### config.mk
export PLATFORM = sky130hd
export DESIGN_NAME = crs_queue
export DESIGN_NICKNAME = d
export VERILOG_FILES = /design/src/crs_pkg.sv /design/src/crs_queue.sv
export SDC_FILE = /design/constraint.sdc
export NUM_CORES = 1
export LEC_CHECK = 0
export BUFFER_PORTS_ARGS = -buffer_cell sky130_fd_sc_hd__buf_2
export CAP_MARGIN = 25
export CORE_UTILIZATION = 59
export CTS_BUF_LIST = sky130_fd_sc_hd__clkbuf_8
export CTS_CLUSTER_SIZE = 28
export DETAILED_ROUTE_END_ITERATION = 10
export PLACE_DENSITY = 0.87
export SLEW_MARGIN = 10
export SYNTH_ARGS = -nofsm -noshare
export SYNTH_HDL_FRONTEND = slang
export SYNTH_SLANG_ARGS = --single-unit
### constraint.sdc
create_clock -name clock -period 5.4 [get_ports clock]
set_input_delay 0 -clock clock [delete_from_list [all_inputs] [get_ports clock]]
set_output_delay 0 -clock clock [all_outputs]
set_load 0.02 [all_outputs]
### src/crs_pkg.sv
// Shared types and constants for the Catmull-Rom spline sampler.
// No dependencies; every other file imports this package.
package crs_pkg;

   localparam int MAX_POINTS = 256;
   localparam int IDX_W      = 8;
   localparam int COORD_W    = 32;
   localparam int T_W        = 16;
   localparam int H_W        = 39;
   localparam int P_W        = H_W + T_W + 1;
   localparam int POS_W      = 3 * COORD_W;
   localparam int QDEPTH     = 4;
   localparam int QPTR_W     = 2;

   localparam logic [1:0] CSR_CLOSED = 2'd0;
   localparam logic [1:0] CSR_SPS    = 2'd1;
   localparam logic [1:0] CSR_COUNT  = 2'd2;

   typedef struct packed {
      logic                       closed;
      logic [7:0]                 sps;
      logic [8:0]                 count;
   } crs_cfg_type;

   typedef struct packed {
      logic                       is_write;
      logic                       bad;
      logic                       endpt;
      logic [3:0][IDX_W-1:0]      idx;
      logic [T_W-1:0]             t;
      logic [POS_W-1:0]           pos;
   } crs_job_type;

endpackage

### src/crs_queue.sv
// Short job queue between the front and back ends.
// Depends on crs_pkg for the job type and depth.
module crs_queue (
   input  logic                 clock,
   input  logic                 reset,
   input  logic                 push,
   input  crs_pkg::crs_job_type push_job,
   output logic                 full,
   input  logic                 pop,
   output crs_pkg::crs_job_type head,
   output logic                 empty
);
   import crs_pkg::*;

   crs_job_type       slots_ff [QDEPTH];
   logic [QPTR_W-1:0] wr_ff, wr_in, rd_ff, rd_in;
   logic [QPTR_W:0]   fill_ff, fill_in;

   always_comb begin
      wr_in   = push ? wr_ff + 1'b1 : wr_ff;
      rd_in   = pop  ? rd_ff + 1'b1 : rd_ff;
      fill_in = fill_ff + (QPTR_W+1)'(push) - (QPTR_W+1)'(pop);
   end

   always_ff @(posedge clock) begin
      if (reset) begin
         wr_ff   <= '0;
         rd_ff   <= '0;
         fill_ff <= '0;
      end else begin
         wr_ff   <= wr_in;
         rd_ff   <= rd_in;
         fill_ff <= fill_in;
      end
      if (push) slots_ff[wr_ff] <= push_job;
   end

   assign head  = slots_ff[rd_ff];
   assign empty = (fill_ff == '0);
   assign full  = (fill_ff == (QPTR_W+1)'(QDEPTH));

endmodule

; ---- Yosys cells after proc, flatten, opt, wreduce, memory -nomap -nowiden
; Memory sizes are Yosys's and may differ from the RTL's. A register that Yosys moved wholly into a read port is not among the register bits.
; Index checks and enable logic that the tools add are counted.
[classes]
addsub = 4
eq_ne = 1
mux = 4
reduce_logical = 1
[op_table]
columns = operator, count
row1 = $add A2 B1 Y2 const B, 2
row2 = $mux W2, 2
row3 = $add A3 B1 Y3, 1
row4 = $eq A3 B3 Y1 const B, 1
row5 = $logic_not A3 Y1, 1
row6 = $sub A3 B1 Y3, 1
row7 = $mux W1, 2
[totals]
ff_bits = 7
ramBits = 588
in_bits = 151
out_inout_bits = 149
word_cells = 14
n_memories = 1
[mem_list]
columns = memory, words, width, read_ports, rd_ports_with_merged_regs, wr, line_no
row1 = slots_ff, 4, 147, 1, 1, 1, crs_queue.sv:15  ; crs_job_type slots_ff [QDEPTH];

; ---- Depth between registers and ports, before layout
; Gate-level depths: netlist (run 1).
[depth]
depth_word = 3
mapped_depth = 7
depth_no_buf = 7

; ---- Worst setup path before layout (run 1)
; Ideal clock, no wire load.
[synth_timing]
kind = flip-flop to flip-flop
start = register wr_ff[0]
end = memory slots_ff[0][0] in the netlist's numbering (enable)
setup_ps = 524
t_arrival_ps = 3905
required_time_ps = 4876
setup_slack_ps = 971
stages_incl_launch_ff = 4
n_path_buf = 0
synth_period_minus_slack_ps = 4429
path_cell_list = dfxtp_1 > inv_1 > ha_1 > and2_1
[synth_rtl]
columns = item, line_no
row1 = "start, declared", crs_queue.sv:16  ; logic [QPTR_W-1:0] wr_ff, wr_in, rd_ff, rd_in;
row2 = "start signal, assigned", crs_queue.sv:31  ; wr_ff <= wr_in;
row3 = "end, declared", crs_queue.sv:15
; No word-level cell before the write port.

==> results.toml, run 1 <==
[floorplanning]
die-area_um2 = 37720
floorplan.initialDensity_pct = 59.68
ios = 300
core-area_um2 = 36520
die_x_um = 194.2
fp-row-count = 70
chipHeight_um = 194.2

[timing]
worst_slew_pin_slew_ns = 0.9372
maxClockFrequency_mhz = 342.2
finalHoldViolCount = 0
post-route-period-util_pct = 54.11
final_max_slew_viol_count = 0
worst_slew_margin_rel_pct = 37.52
grt_setup_unrepaired = "false"
count_of_endpoints_failing_setup_in_the_final_report = 0
skew_ns = 0.02432
fin_setup_tns_ns = 0
final.min_clock_period_ns = 2.922

[routing]
top_layer_used = "met4"
drtAntennaViolNets = 0
route.detailed.drc = 0
drtIter0Drc = 747
avgViaCountPerCell = 5.600
detail_route_met2_wl_um = 22890
avgRoutedWirePerCell_um = 23.35
route.vias.total = 10560
dr_wl_met3_um = 3004
met1Wirelength_um = 16610
total_length_of_routed_wires_um = 44030
drt_pass1_iterations = 5

[worst_setup_path]
endpoint_kind = "primary output"
critical_path_start_end_classification = "reg2out"
worstPathRequired_ns = 5.40
timing.critical_path.arrival_ns = 2.92
crit_path_max_fanout = 41
crit_path_start_kind = "register"

[cts]
cts-buffers-inserted = 91
cts-resized-gates = 0
post_cts_buffers = 0
cts.root.buffer_cell = "sky130_fd_sc_hd__clkbuf_8"
worst_skew_pair.late_latency_ns = 0.64
cts_tree = "yes"
hold_buffer_count_at_cts = 151
cts_sinks = 597
clock_tree.htree_level_count = 3
clock_path_buffers = 3
cts.reportedPaths.clkPinSlew_ns = 0.07

[placement]
gpl.final_weighted_congestion = 0.7543
detailed_place_hpwl_um = 24670
number_of_buffer_cells_added_on_primary_ports = 299
dpl-instance-area_um2 = 23680

[logic_synthesis]
yosys_register_bits = 597
synthDominantCellAreaShare_pct = 81.00
ys_dominant_reg_cell = "sky130_fd_sc_hd__edfxtp_1"
syn_avg_cell_area_um2 = 26.91
netlist_area_um2 = 21800
total_number_of_yosys_warnings = 0
synth.most_common_cell = "sky130_fd_sc_hd__edfxtp_1"
synth_cells = 810
mappedNetlistNets = 968
synth_sequential_area_ratio_pct = 81.83
synthArstFlopShare_pct = 0
synth.distinct_cells = 23
post_synth_main_area_contributors = "sky130_fd_sc_hd__edfxtp_1 81%, sky130_fd_sc_hd__mux4_2 15%, sky130_fd_sc_hd__buf_12 1.3%, sky130_fd_sc_hd__dfxtp_1 0.83%, sky130_fd_sc_hd__ha_1 0.34%"
synth_edf_count = 588
synth_commonest_cells = "588 x sky130_fd_sc_hd__edfxtp_1, 147 x sky130_fd_sc_hd__mux4_2, 14 x sky130_fd_sc_hd__buf_12, 14 x sky130_fd_sc_hd__buf_2, 9 x sky130_fd_sc_hd__dfxtp_1"
post-synth-top-area-cell = "sky130_fd_sc_hd__edfxtp_1"

[cells_and_area]
final_nets = 1495
drive_gt1_share_pct = 41.16
multi_input_combinational_cell_area_um2 = 3557
final-seq-area_um2 = 17840
final_cell_area_um2 = 26910
areaGrowthSynthToFinish_pct = 23.44
num-fill-cells = 1927

[power]
power_per_cell_area_nw_per_um2 = 370.6
irDropWorstVdd_uv = 265.5
total_leakage_power_nw = 9.341

[grt]
globalRouteOverflowTotal = 0
antenna_found_initial = 4
first_pass_grt_wire_length_um = 66160
via_count_of_the_first_global_routing_pass = 11510
grt_max_degree = 91
grtUsageTotal_pct = 23.98

[worst_hold_path]
min_path_type = "in2reg"

[flow_run]
timing.max_cap.violations = 0

[run_status]
outcome = "finished, final reports clean"
[per-stage QoR]
stage                     power (mW)  hold WS [ns]  utilization (%)  instances  worst slack [ns]
after floorplan                6.225       0.07161                -        810            0.9710
final                          9.971        0.1102            73.68       1886             2.478
after global placement         6.535        0.2102            64.64       1556             2.823
after CTS                      10.00       0.06644            73.54       1880             2.477
after detailed placement       6.575        0.2163            64.83       1559             2.800
after global routing           10.30       0.09055            73.68       1886             2.364
[registers in the layout, summed over array words and instances, names as in the netlist, named ones only]
name and count:
wr_ff 2, rd_ff 2, slots_ff 588, fill_ff 3
[placed cells by master (no fill, tap or decap), types with 2 or more instances in the layout]
| master | n |
|---|---|
| sky130_fd_sc_hd__buf_2 | 299 |
| sky130_fd_sc_hd__mux4_2 | 147 |
| sky130_fd_sc_hd__xnor2_1 | 2 |
| sky130_fd_sc_hd__ha_1 | 6 |
| sky130_fd_sc_hd__buf_4 | 11 |
| sky130_fd_sc_hd__clkinv_2 | 11 |
| sky130_fd_sc_hd__dfxtp_1 | 7 |
| sky130_fd_sc_hd__clkbuf_8 | 94 |
| sky130_fd_sc_hd__clkinv_1 | 19 |
| sky130_fd_sc_hd__dfxtp_4 | 2 |
| sky130_fd_sc_hd__bufinv_16 | 2 |
| sky130_fd_sc_hd__nor2b_1 | 2 |
| sky130_fd_sc_hd__buf_12 | 5 |
| sky130_fd_sc_hd__edfxtp_1 | 588 |
| sky130_fd_sc_hd__inv_1 | 45 |
| sky130_fd_sc_hd__inv_6 | 2 |
| sky130_fd_sc_hd__nor2_1 | 5 |
| sky130_fd_sc_hd__and2_4 | 4 |
| sky130_fd_sc_hd__diode_2 | 4 |
| sky130_fd_sc_hd__dlygate4sd3_1 | 151 |
| sky130_fd_sc_hd__clkinvlp_4 | 2 |
[critical path, cell delays in order (launching register included)]
cell and delay (ns):
sky130_fd_sc_hd__dfxtp_4 0.73, sky130_fd_sc_hd__buf_16 0.28, sky130_fd_sc_hd__buf_4 0.55, sky130_fd_sc_hd__mux4_2 0.46, sky130_fd_sc_hd__buf_2 0.19
[metal layers]
| layer | GRT usage [%] | up-vias |
|---|---|---|
| met1 | 29.67 | 5448 |
| met3 | 6.088 | 81 |
| met2 | 40.30 | 439 |
| met4 | 10.91 | 0 |
| li1 | - | 4593 |
| met5 | 0 | - |
[worst paths after layout]
check / startpoint / slack (ns) / cells after the start / to
setup / recovery: register / 2.48 / 4 / head[14]
hold / removal: push_job[48] / 0.11 / 2 / slots_ff[3][48]
setup reg to reg: wr_ff[0] / 2.97 / 4 / slots_ff[1][18]
hold reg to reg: wr_ff[1] / 0.56 / 2 / wr_ff[1]
[cell type report]
type                            count  area share [%]
Antenna cell                        4         0.03720
Clock buffer                       94           4.808
Clock inverter                     76           1.400
Inverter                            6         0.08370
Multi-Input combinational cell    174           13.22
Sequential cell                   597           66.32
Tap cell                          468           2.176
Timing Repair Buffer              467           11.96
[cell families (layout without fill, tap and decap cells)]
kind of cell / count (synthesis) / after routing / share of synthesized area (%)
compound gates: 2 / 2 / 0.06886
flops: 597 / 597 / 81.83
buf+inv: 39 / 643 / 1.900
fa+ha+maj: 7 / 7 / 0.4362
other cells: 0 / 4 / 0
xor+xnor: 3 / 3 / 0.1894
simple gates: 14 / 14 / 0.3444
mux: 148 / 148 / 15.23
[where the power goes]
group | internal [mW] | switching (mW)
clock network | 1.72 | 1.67
registers | 5.33 | 0.0687
logic | 0.505 | 0.672
Power figures use the tool's default switching activity.
==> inputs of run 2 (changes only) <==
- clock period: 5.4 -> 2.9 ns (I/O delays scaled with it)
==> results.toml, run 2 (same netlist as run 1, synthesis figures left out) <==
[cells_and_area]
largest_register_ff_count = 588
regMostFlops = "slots_ff"
final_common_cell = "sky130_fd_sc_hd__edfxtp_1"
final_cell_area_um2 = 27070
layoutNonFillerInstCount = 1876
layout_common_cells = "588 x sky130_fd_sc_hd__edfxtp_1, 299 x sky130_fd_sc_hd__buf_2, 152 x sky130_fd_sc_hd__dlygate4sd3_1"
drive_gt1_share_pct = 41.58
areaGrowthSynthToFinish_pct = 24.19
num-fill-cells = 1943
final_nets = 1499
largestRegisters = "slots_ff (588), fill_ff (3)"

[timing]
maxClockFrequency_mhz = 421.5
grt_setup_unrepaired = "false"
final.min_clock_period_ns = 2.373
fin_setup_tns_ns = 0
post-route-period-util_pct = 81.82
skew_ns = 0.04078
worst_slew_margin_rel_pct = 61.28
final_max_slew_viol_count = 0
finalHoldViolCount = 0
holdWs_ns = 0.1091
count_of_endpoints_failing_setup_in_the_final_report = 0
worst_slew_pin_slew_ns = 0.5808

[worst_setup_path]
timing.critical_path.arrival_ns = 2.37
rr_startpoint = "wr_ff[0]"
critical_path.reg2reg.endpoint = "slots_ff[2][128]"
r2r.worst_path.cells = 4
endpoint_kind = "primary output"
r2r_slack_ns = 0.98
crit_path_start_kind = "register"
critical_path_start_end_classification = "reg2out"
crit_path_max_fanout = 61
worstPathRequired_ns = 2.90

[grt]
via_count_of_the_first_global_routing_pass = 11540
globalRouteOverflowTotal = 0
grtUsageTotal_pct = 23.97
first_pass_grt_wire_length_um = 66610
antenna_found_initial = 3
grt_max_degree = 87

[cts]
worst_skew_pair.late_latency_ns = 0.64
cts.reportedPaths.clkPinSlew_ns = 0.06
clock_tree.htree_level_count = 3
cts-buffers-inserted = 92
post_cts_buffers = 0
cts_sinks = 597
clock_path_buffers = 3
cts_tree = "yes"
cts.root.buffer_cell = "sky130_fd_sc_hd__clkbuf_8"

[power]
irDropWorstVdd_uv = 506.1
total_leakage_power_nw = 9.367
power_per_cell_area_nw_per_um2 = 694.1
fin_total_pwr_mw = 18.79

[floorplanning]
chipHeight_um = 194.2
core-area_um2 = 36520
fp-row-count = 70
floorplan.initialDensity_pct = 59.68
ios = 300
die_x_um = 194.2
die-area_um2 = 37720

[placement]
dpl.cell_count = 1563
dpl-instance-area_um2 = 23840
number_of_buffer_cells_added_on_primary_ports = 299
detailed_place_hpwl_um = 24900
gpl.final_weighted_congestion = 0.7629

[flow_run]
timing.max_cap.violations = 0

[worst_hold_path]
hold_path_end = "slots_ff[2][114]"
worstHoldPathCells = 2
min_path_type = "in2reg"
hold_path_startpoint = "push_job[114]"

[run_status]
outcome = "finished, final reports clean"

[routing]
total_length_of_routed_wires_um = 43970
avgRoutedWirePerCell_um = 23.44
drtAntennaViolNets = 0
route.detailed.drc = 0
drtIter0Drc = 682
drt_pass1_iterations = 7
route.vias.total = 10550
avgViaCountPerCell = 5.625
==> run 2: cell types whose count changed in the layout (fill, tap and decap cells not counted), sizes merged <==
| cell | delta |
|---|---|
| buf | +2 |
| bufinv | +2 |
| clkbuf | +3 |
| clkinv | -6 |
| diode | -3 |
| dlygate4sd3 | +1 |
| inv | -9 |
==> run 2: area by class of cell <==
type                            count  area [um2]  share of cell area, %
Tap cell                          468       585.6                  2.163
Clock inverter                     63       375.4                  1.387
Antenna cell                        1       2.502               0.009244
Multi-Input combinational cell    174        3557                  13.14
Timing Repair Buffer              470        3348                  12.37
Sequential cell                   597       17840                  65.92
Clock buffer                       97        1335                  4.932
Inverter                            6       22.52                0.08319
==> run 2: layer usage <==
layer / share of wire, % / wire (um) / vias up / global-route usage (%)
met4: 3.0 / 1310 / 4 / 10.02
li1: - / - / 4589 / -
met3: 6.8 / 2984 / 90 / 6.036
met5: 0.066 / 29 / - / 0
met2: 52 / 22820 / 396 / 39.99
met1: 38 / 16830 / 5473 / 30.38
==> run 2: through the flow <==
step,utilization [%],setup WS [ns]
2_1_floorplan,-,0.1113
5_1_grt,74.11,0.4158
3_3_place_gp,65.27,1.047
6_report,74.12,0.5273
3_5_place_dp,65.27,1.038
4_1_cts,74.11,0.4538
==> run 2: repair_timing <==
action | 4_1_cts | 5_1_grt
resized for setup | 0 | 0
endpoints found under the hold margin | 626 | 0
hold buffers | 152 | 0
==> run 2: critical path: stages, from the launching register on <==
cell,delay (ns)
sky130_fd_sc_hd__dfxtp_4,0.68
sky130_fd_sc_hd__buf_12,0.38
sky130_fd_sc_hd__mux4_2,0.40
sky130_fd_sc_hd__buf_2,0.18
==> run 2: worst max path at each step <==
stage	slack [ns]	endpoint
after global placement	1.05	slots_ff[2][87]
after global routing	0.42	head[90]
final	0.53	head[90]
after CTS	0.45	head[90]
after floorplan	0.11	slots_ff[2][0]
after detailed placement	1.04	slots_ff[2][87]
==> run 2: where the power goes <==
group | switching, mW | internal, mW | leakage, nW | total, mW
Combinational | 1.26 | 0.980 | 2.90 | 2.24
Sequential | 0.124 | 9.92 | 5.48 | 10.0
Clock | 3.06 | 3.44 | 0.987 | 6.50
==> inputs of run 3 (changes only) <==
- clock period: 2.9 -> 2.3 ns (I/O delays scaled with it)
==> results.toml, run 3 (same netlist as run 1, synthesis figures left out) <==
[timing]
setup_slack_ns = 0.1086
worst_slew_margin_rel_pct = 65.29
count_of_endpoints_failing_setup_in_the_final_report = 0
fin_setup_tns_ns = 0
worst_slew_pin_slew_ns = 0.5206
post-route-period-util_pct = 95.28
finalHoldViolCount = 0
skew_ns = 0.02199
final.min_clock_period_ns = 2.191
grt_setup_unrepaired = "true"
maxClockFrequency_mhz = 456.3
final_max_slew_viol_count = 0

[routing]
drtAntennaViolNets = 0
drt_pass1_iterations = 7
route.vias.total = 10630
avgRoutedWirePerCell_um = 23.28
avgViaCountPerCell = 5.620
route.detailed.drc = 0
drtIter0Drc = 533
total_length_of_routed_wires_um = 44020

[cts]
cts_sinks = 597
cts-buffers-inserted = 92
clock_path_buffers = 3
worst_skew_pair.late_latency_ns = 0.63
cts.reportedPaths.clkPinSlew_ns = 0.07
cts.root.buffer_cell = "sky130_fd_sc_hd__clkbuf_8"
clock_tree.htree_level_count = 3
cts_tree = "yes"

[cells_and_area]
layout_common_cells = "588 x sky130_fd_sc_hd__edfxtp_1, 295 x sky130_fd_sc_hd__buf_2, 150 x sky130_fd_sc_hd__dlygate4sd3_1"
post-route-util_pct = 74.31
final_nets = 1503
largestRegisters = "slots_ff (588), fill_ff (3)"
drive_gt1_share_pct = 41.48
layoutNonFillerInstCount = 1891
final_common_cell = "sky130_fd_sc_hd__edfxtp_1"
areaGrowthSynthToFinish_pct = 24.50
num-fill-cells = 1953
largest_register_ff_count = 588
multi_input_combinational_cell_area_um2 = 3557
regMostFlops = "slots_ff"
final-seq-area_um2 = 17840

[worst_setup_path]
cpPeakStageDelay_ns = 0.57
timing.critical_path.max_delay_family = "multiplexers"
critical_path.n_buffers_inverters = 2
endpoint_kind = "primary output"
crit_path_max_fanout = 32
critical_path_start_end_classification = "reg2out"
worstPathCellList = "buf_16, mux4_2, buf_2"
critical_path.slowest_cell = "sky130_fd_sc_hd__mux4_2"
crit_path_start_kind = "register"
worstPathRequired_ns = 2.30
timing.critical_path.arrival_ns = 2.19

[power]
power_per_cell_area_nw_per_um2 = 866.2
irDropWorstVdd_uv = 888.5
total_leakage_power_nw = 9.402

[floorplanning]
floorplan.initialDensity_pct = 59.68
ios = 300
chipHeight_um = 194.2
core-area_um2 = 36520
die-area_um2 = 37720
die_x_um = 194.2
fp-row-count = 70

[placement]
dp_worst_slack_ns = 0.5982
gpl.final_weighted_congestion = 0.7337
detailed_place_hpwl_um = 23820
number_of_buffer_cells_added_on_primary_ports = 299
dpl.cell_count = 1567

[grt]
grt_max_degree = 75
grtUsageTotal_pct = 23.73
first_pass_grt_wire_length_um = 65930
via_count_of_the_first_global_routing_pass = 11660
globalRouteOverflowTotal = 0
antenna_found_initial = 3

[worst_hold_path]
min_path_type = "in2reg"

[flow_run]
timing.max_cap.violations = 0

[run_status]
outcome = "finished, final reports clean"
run 3: layer usage:
layer / part of all wire [%] / vias up / global-route usage (%)
met4: 3.5 / 0 / 10.76
met5: 0 / - / 0
met1: 37 / 5467 / 28.17
met3: 7.2 / 90 / 6.436
li1: - / 4597 / -
met2: 52 / 474 / 40.78
run 3: area by class of cell:
| class | instances | share of cell area, % |
|---|---|---|
| clock inverter | 76 | 1.438 |
| tap | 468 | 2.158 |
| antenna | 3 | 0.02766 |
| inverter | 6 | 0.08299 |
| sequential | 597 | 65.75 |
| clock buffer | 93 | 4.716 |
| multi-input combinational | 174 | 13.11 |
| timing repair buffer | 474 | 12.72 |
run 3: timing repair:
action / in CTS / in global routing
hold buffers: 150 / 0
endpoints found under the hold margin: 599 / 0
setup buffers: 2 / 0
endpoints found under the setup margin: 38 / 14
resized for setup: 3 / 9
run 3: per-stage QoR:
step / cell area [um2] / hold WS (ns) / power, mW
after floorplan: 21810 / 0.07161 / 14.56
after global placement: 23900 / 0.2075 / 15.39
after detailed placement: 23900 / 0.2146 / 15.48
after CTS: 27110 / 0.05128 / 23.57
after global routing: 27140 / 0.07716 / 24.35
final: 27140 / 0.1134 / 23.51
run 3: worst paths after layout:
kind	start	endpoint	slack, ns	cells after the start
setup / recovery	register	head[33]	0.11	3
hold / removal	push_job[65]	slots_ff[3][65]	0.11	2
setup reg to reg	fill_ff[0]	fill_ff[2]	0.61	7
hold reg to reg	rd_ff[0]	register	0.53	2
run 3: power breakdown:
part	leakage, nW	switching (mW)	internal [mW]
clock	0.975	3.97	4.02
combinational	2.95	1.59	1.26
sequential	5.48	0.147	12.5
total	9.40	5.72	17.8
